## config.mk

```make
export PLATFORM = sky130hd
export DESIGN_NAME = sce_cost
export DESIGN_NICKNAME = d
export VERILOG_FILES = /design/src/sv/sce_pkg.sv /design/src/sv/sce_cost.sv
export SDC_FILE = /design/constraint.sdc
export NUM_CORES = 1
export LEC_CHECK = 0
export ABC_AREA = 1
export ABC_CLOCK_PERIOD_IN_PS = 8600
export BUFFER_PORTS_ARGS = -buffer_cell sky130_fd_sc_hd__buf_2
export CORE_UTILIZATION = 50
export DETAILED_ROUTE_END_ITERATION = 8
export MAX_ROUTING_LAYER = met4
export PLACE_DENSITY_LB_ADDON = 0.15
export SKIP_LAST_GASP = 1
export SLEW_MARGIN = 20
export SYNTH_ARGS = -nofsm -noshare
export SYNTH_HDL_FRONTEND = slang
export SYNTH_SLANG_ARGS = --single-unit
```

## constraint.sdc

```tcl
create_clock -name vclk -period 8.6
set_clock_uncertainty 0.15 [all_clocks]
set_input_delay 0.43 -clock vclk [all_inputs]
set_output_delay 0.43 -clock vclk [all_outputs]
set_load 0.005 [all_outputs]
```

## src/sv/sce_pkg.sv

```systemverilog
package sce_pkg;

  localparam int unsigned ENERGY_W  = 8;
  localparam int unsigned PENALTY_W = 20;
  localparam int unsigned LENGTH_W  = 12;
  localparam int unsigned CUM_W     = 32;
  localparam int unsigned CFG_IDX_W = 1;

  localparam int unsigned LINE_LENGTH_RST = 2048;
  localparam logic [PENALTY_W-1:0] PENALTY_RST = PENALTY_W'(100000);

  // Configuration register indexes.
  localparam logic [CFG_IDX_W-1:0] CFG_LINE_LENGTH = 1'b0;
  localparam logic [CFG_IDX_W-1:0] CFG_PENALTY     = 1'b1;

  // Back offset codes, two's complement.
  localparam logic [1:0] OFFS_LOWER  = 2'b11;
  localparam logic [1:0] OFFS_SAME   = 2'b00;
  localparam logic [1:0] OFFS_HIGHER = 2'b01;

  // Previous-line neighborhood of the pixel being resolved.
  typedef struct packed {
    logic [CUM_W-1:0] left;
    logic [CUM_W-1:0] up;
    logic [CUM_W-1:0] right;
    logic             has_left;
    logic             has_right;
    logic             first;
  } sce_nbr_t;

endpackage

```

## src/sv/sce_cost.sv

```systemverilog
module sce_cost (
  input  sce_pkg::sce_nbr_t              nbr_i,
  input  logic [sce_pkg::PENALTY_W-1:0]  energy_i,
  output logic [sce_pkg::CUM_W-1:0]      cum_o,
  output logic [1:0]                     offs_o
);
  import sce_pkg::*;

  logic [CUM_W-1:0] best;
  logic [1:0]       offs;
  logic [CUM_W:0]   sum;

  // The lower position is taken first and only a strictly smaller value replaces it.
  always_comb begin
    best = nbr_i.up;
    offs = OFFS_SAME;
    if (nbr_i.has_left) begin
      best = nbr_i.left;
      offs = OFFS_LOWER;
      if (nbr_i.up < best) begin
        best = nbr_i.up;
        offs = OFFS_SAME;
      end
    end
    if (nbr_i.has_right && (nbr_i.right < best)) begin
      best = nbr_i.right;
      offs = OFFS_HIGHER;
    end
  end

  assign sum = {1'b0, best} + (CUM_W+1)'(energy_i);

  always_comb begin
    if (nbr_i.first) begin
      cum_o  = CUM_W'(energy_i);
      offs_o = OFFS_SAME;
    end else begin
      cum_o  = sum[CUM_W] ? {CUM_W{1'b1}} : sum[CUM_W-1:0];
      offs_o = offs;
    end
  end

endmodule

```

==> Yosys cells after proc, flatten, opt, wreduce, memory -nomap -nowiden <==
Index checks and enable logic that the tools add are counted.
Widths: inputs -> output; s select.
{ "totals": {"input_bits": 119, "reg_bits": 0, "mem_bits_rw": 0, "latchBits": 0, "elab_cells": 13, "n_memories": 0, "mem_bits_ro": 0} }
{ "op_classes": {"n_lt_le_gt_ge": 2, "mul": 0, "bitwise_logic": 0, "eq_ne": 0, "n_div": 0, "addsub": 1, "n_shift": 0, "mux": 9, "n_reduce_logical": 1} }
{ "op_table": {"columns": ["op", "count"], "rows": [
  ["$mux 32", 5],
  ["$lt 32x32->1", 2],
  ["$add 32x20->33", 1],
  ["$mux 2", 4],
  ["$logic_and 1x1->1", 1]
]} }

==> Logic depth before layout (Yosys ltp) <==
{ "logic_depth": {"depth_word": 9, "ltp_mapped": 55, "ltp_nobuf": 51} }

==> Worst setup path before layout <==
No wires, ideal clock.
{ "synth_timing": {"path_kind": "input to output", "startpoint": "input port nbr_i[72] (netlist name)", "endpoint": "output port cum_o[10] (netlist name)", "t_arrival_ps": 6975, "path_stages": 47, "path_slack_ps": 1045, "n_path_buf": 5, "cell_sequence": "inv_1 > ha_1 > a21oi_1 > nor2_1 > nor3_1 > nand2_1 > nand2_1 > nand2_1 > nand2_1 > nand2_1 > nand2_1 > clkbuf_1 > buf_2 > buf_1 > nor2_1 > a21oi_1 > ha_1 > a21oi_1 > (+11 left out) > nor2_1 > a211oi_1 > o21ai_1 > a21oi_1 > inv_1 > a21oi_1 > o21bai_1 > a21oi_1 > o21ai_1 > inv_1 > o21ai_1 > nand3_1 > nand2_1 > nand2_1 > nor2_4 > nand3_4 > buf_6 > a31oi_2"} }
{ "synth_via": {"elab_chain_len": 9} }
{ "synth_rtl": {"columns": ["item", "line_no", "text"], "rows": [
  ["from (decl)", "sce_cost.sv:2", "input sce_pkg::sce_nbr_t nbr_i,"],
  ["$lt 32x32->1", "sce_cost.sv:20", "if (nbr_i.up < best) begin"],
  ["$mux 32 *", "sce_cost.sv:20", null],
  ["$mux 32 *", "sce_cost.sv:17", "if (nbr_i.has_left) begin"],
  ["$lt 32x32->1", "sce_cost.sv:25", "if (nbr_i.has_right && (nbr_i.right < best)) begin"],
  ["$logic_and 1x1->1", "sce_cost.sv:25", null],
  ["$mux 32 *", "sce_cost.sv:25", null],
  ["$add 32x20->33 *", "sce_cost.sv:31", "assign sum = {1'b0, best} + (CUM_W+1)'(energy_i);"],
  ["$mux 32 *", "sce_cost.sv:38", "cum_o = sum[CUM_W] ? {CUM_W{1'b1}} : sum[CUM_W-1:0];"],
  ["$mux 32 *", "sce_cost.sv:34", "if (nbr_i.first) begin"],
  ["to (decl)", "sce_cost.sv:4", "output logic [sce_pkg::CUM_W-1:0] cum_o,"]
]} }
Every way passes the cells marked *; elsewhere a longest branch is shown, timed or not.

==> Final worst setup path <==
{ "layout_timing": {"startpoint": "input port nbr_i[40] (netlist name)", "endpoint": "output port cum_o[15] (netlist name)"} }
{ "layout_via": {"elab_chain_len": 9} }
{ "layout_rtl": {"columns": ["item", "line_no"], "rows": [
  ["$lt 32x32->1", "sce_cost.sv:20"],
  ["$mux 32", "sce_cost.sv:20"],
  ["$mux 32 *", "sce_cost.sv:17"],
  ["$lt 32x32->1", "sce_cost.sv:25"],
  ["$logic_and 1x1->1", "sce_cost.sv:25"],
  ["$mux 32 *", "sce_cost.sv:25"],
  ["$add 32x20->33 *", "sce_cost.sv:31"],
  ["$mux 32 *", "sce_cost.sv:38"],
  ["$mux 32 *", "sce_cost.sv:34"]
]} }
Marks and branches as above.

==> Flow_metrics.wiki <==
{| class="wikitable"
! Metric !! Value
|-
| Overall fraction of global-route tracks in use || 0.2852
|-
| Share of synthesized area occupied by flip-flops and latches || 0
|-
| Simple logic cell fraction of the synthesized area || 0.2980
|-
| Least-Margin Pin Slew || 583.8 ps
|-
| Cell Area, Placed || 4669 sq um
|-
| Synthesized-area fraction occupied by ao, oa, aoi and oai cells || 0.2639
|-
| Parity-gate share of the synthesized area counting xor and xnor cells || 0.04584
|-
| Per-instance average area after synthesis || 5.852 sq um
|-
| Kind of capture point of the worst setup path || output pin
|-
| Largest net degree at the start of global routing || 31
|-
| Final Instance Count excl. Fillers || 898
|-
| Area contributors post-synth || sky130_fd_sc_hd__ha_1 (27%), sky130_fd_sc_hd__nand2_1 (14%), sky130_fd_sc_hd__a21oi_1 (10%)
|-
| First-pass GRT wire length || 17690 microns
|-
| Most frequent cell after synthesis || sky130_fd_sc_hd__nand2_1
|-
| Share of Yosys cell area claimed by the top area cell type || 0.2685
|-
| Commonest cells in the netlist || sky130_fd_sc_hd__nand2_1 (143), sky130_fd_sc_hd__inv_1 (90), sky130_fd_sc_hd__ha_1 (82)
|-
| Full die area || 7996 sq um
|-
| Storage cell area || 0 sq um
|-
| Worst hold stages || 4
|-
| Drt total wl || 11910 microns
|-
| Crit-path max FO || 29
|-
| Hold Path Sink || cum_o[16]
|-
| Hold Vio Cnt, Final || 0
|-
| Sw power || 250.5 uW
|-
| Unrepaired setup endpoints after global routing || false
|-
| Floorplan core area || 7331 sq um
|-
| Post-CTS Hold Buffers || 0
|-
| Initial Utilization || 0.5212
|-
| Count of sequential standard cells || 0
|-
| Total internal power || 181.3 uW
|-
| Cell taking the most area after synthesis || sky130_fd_sc_hd__ha_1
|-
| Type of element launching the critical path || primary input
|-
| Clock buffer count in the final layout || 0
|-
| Synthesis warning total || 0
|-
| Power per cell area || 90.43 nW/um^2
|-
| Layout cell share with drive strength beyond 1 || 0.2553
|-
| Synthesized instance count || 653
|-
| DRT Pass-1 Iters || 5
|-
| Max-slew violation count || 0
|-
| Longest individual stage delay on the worst path || 400 ps
|-
| I/O Buffers || 153
|-
| Post-synth net total || 855
|-
| Final setup margin || 762.2 ps
|-
| Share of cell area taken by muxes after synthesis || 0
|-
| Peak VDD IR || 37.66 uV
|-
| Worst hold start || energy_i[16]
|-
| FMAX || 127.6 MHz
|-
| Max Cap Violations || 0
|-
| Worst Setup Slack post-DPL || 271.8 ps
|-
| Top-level I/O count || 153
|-
| Setup TNS Final || 0 ps
|-
| Highest-delay cell along the critical path || sky130_fd_sc_hd__fa_1
|-
| Count of final setup violators || 0
|-
| Logic pwr share || 1.000
|-
| DR vias || 4741
|-
| Die span in y || 89.42 microns
|-
| Clock network fraction of design power || 0
|-
| Worst EP arrival || 7260 ps
|-
| DR vias/cell || 5.280
|-
| Final global-route overflow total || 0
|-
| Diodes inserted || 0
|-
| Max_slew headroom || 0.6098
|-
| Antenna viol nets, final || 0
|-
| Die Wd || 89.42 microns
|-
| Sequential fraction of design power || 0
|-
| Number of global-route vias before repair || 4210
|-
| Number of antenna violations at the first check in global routing || 0
|-
| Average wire per cell in the routed design || 13.27 microns
|-
| Type of the most critical hold path || in -> out
|-
| Leakage power figure || 2.748 nW
|-
| Final instance area || 4775 sq um
|-
| Crit path required time || 8020 ps
|-
| Post-Syn Area || 3821 sq um
|-
| Instance count after placement with tap cells included || 893
|-
| Status || completed
|-
| DRC violations left || 0
|-
| Largest family of logic cells by synthesized area || simple AND/OR/NAND/NOR gates
|-
| Post-layout nets || 1003
|-
| Number of library cell types mapped by synthesis || 39
|-
| Share of the core filled with cells || 0.6513
|-
| Crit path kind || in -> out
|-
| Switching Fraction || 0.5802
|-
| Std-Cell Rows || 31
|-
| Minimum clock period || 7838 ps
|-
| Number of violations reported at the end of detailed-routing iteration 0 || 131
|-
| DP Wirelength || 10120 microns
|-
| Post-synthesis share of cell area spent on full adders, half adders and majority gates || 0.2737
|-
| Cell occurring most often along the worst timing path || sky130_fd_sc_hd__nand2_1
|-
| Synthesis-to-finish area growth || 24.95%
|-
| Last weighted congestion value of the routability-driven placer || 0.9831
|-
| Final worst-path cycle share || 0.9114
|}
-- through the flow --
| step | hold slack, ps | power (mW) |
|---|---|---|
| global route | 1078 | 0.4905 |
| CTS | 1055 | 0.4210 |
| floorplan | 837.7 | 0.2952 |
| finish | 1054 | 0.4317 |
| global placement | 1053 | 0.4102 |
| detailed placement | 1048 | 0.4193 |
-- worst max path at each step --
stage,from,endpoint,slack (ps),depth (start not counted)
6_report,nbr_i[40],cum_o[15],760,45
5_1_grt,nbr_i[98],cum_o[11],50,45
4_1_cts,nbr_i[84],cum_o[26],250,43
3_3_place_gp,nbr_i[52],cum_o[1],430,40
2_1_floorplan,nbr_i[72],cum_o[10],1050,47
3_5_place_dp,nbr_i[84],cum_o[26],270,43
-- cells by family (layout without fill, tap and decap cells) --
group           count (synthesis)  count (layout)
compound gates                165             165
xor+xnor                       20              20
fa+ha+maj                      83              83
buf+inv                       114             258
simple gates                  271             273
-- power groups by stage --
stage          sequential [mW]  clock [mW]  combinational (mW)
6_report                     0           0               0.432
5_1_grt                      0           0               0.491
4_1_cts                      0           0               0.421
3_5_place_dp                 0           0               0.419
3_3_place_gp                 0           0               0.410
2_1_floorplan                0           0               0.295
-- metal layers --
layer,share of wire,vias up,GRT usage
met5,0,-,-
met4,0.024,0,0.07071
met3,0.038,22,0.01108
met2,0.48,144,0.5260
met1,0.46,2082,0.3388
li1,-,2493,-
-- what timing repair did --
item,4_1_cts,5_1_grt
setup endpoints to repair,0,32
gates resized for setup,0,9
setup buffers,0,3
endpoints found under the hold margin,0,0
-- cell type report --
type                            count  area (sq um)
Fill cell                         727          2556
Inverter                           95         356.6
Multi-Input combinational cell    541          3441
Tap cell                           99         123.9
Timing Repair Buffer              163         853.3
-- layout by cell type, fill, tap and decap left out, types with 2 or more instances in the layout --
master                     count
sky130_fd_sc_hd__buf_2       153
sky130_fd_sc_hd__nand2_1     141
sky130_fd_sc_hd__inv_1        90
sky130_fd_sc_hd__ha_1         82
sky130_fd_sc_hd__a21oi_1      79
sky130_fd_sc_hd__nor2_1       79
sky130_fd_sc_hd__o21ai_0      39
sky130_fd_sc_hd__nand3_1      24
sky130_fd_sc_hd__a31oi_2      15
sky130_fd_sc_hd__xor2_1       14
sky130_fd_sc_hd__o21ai_1       9
sky130_fd_sc_hd__buf_4         9
sky130_fd_sc_hd__nand4_1       7
sky130_fd_sc_hd__a21oi_2       6
sky130_fd_sc_hd__xnor2_1       6
sky130_fd_sc_hd__nor3_1        5
sky130_fd_sc_hd__nand3b_1      5
sky130_fd_sc_hd__inv_2         4
sky130_fd_sc_hd__a211oi_1      3
sky130_fd_sc_hd__o21bai_1      3
sky130_fd_sc_hd__nand3_4       3
sky130_fd_sc_hd__nand2_2       2
sky130_fd_sc_hd__a31oi_1       2
sky130_fd_sc_hd__nand2_4       2
sky130_fd_sc_hd__o21ai_2       2
sky130_fd_sc_hd__nor2_2        2
-- critical path, delay by kind of cell --
kind,cells,cell delay (ps)
simple gates,21,2690
buf+inv,8,1010
compound gates,12,1870
fa+ha+maj,4,1240
(Power assumes the default switching activity.)
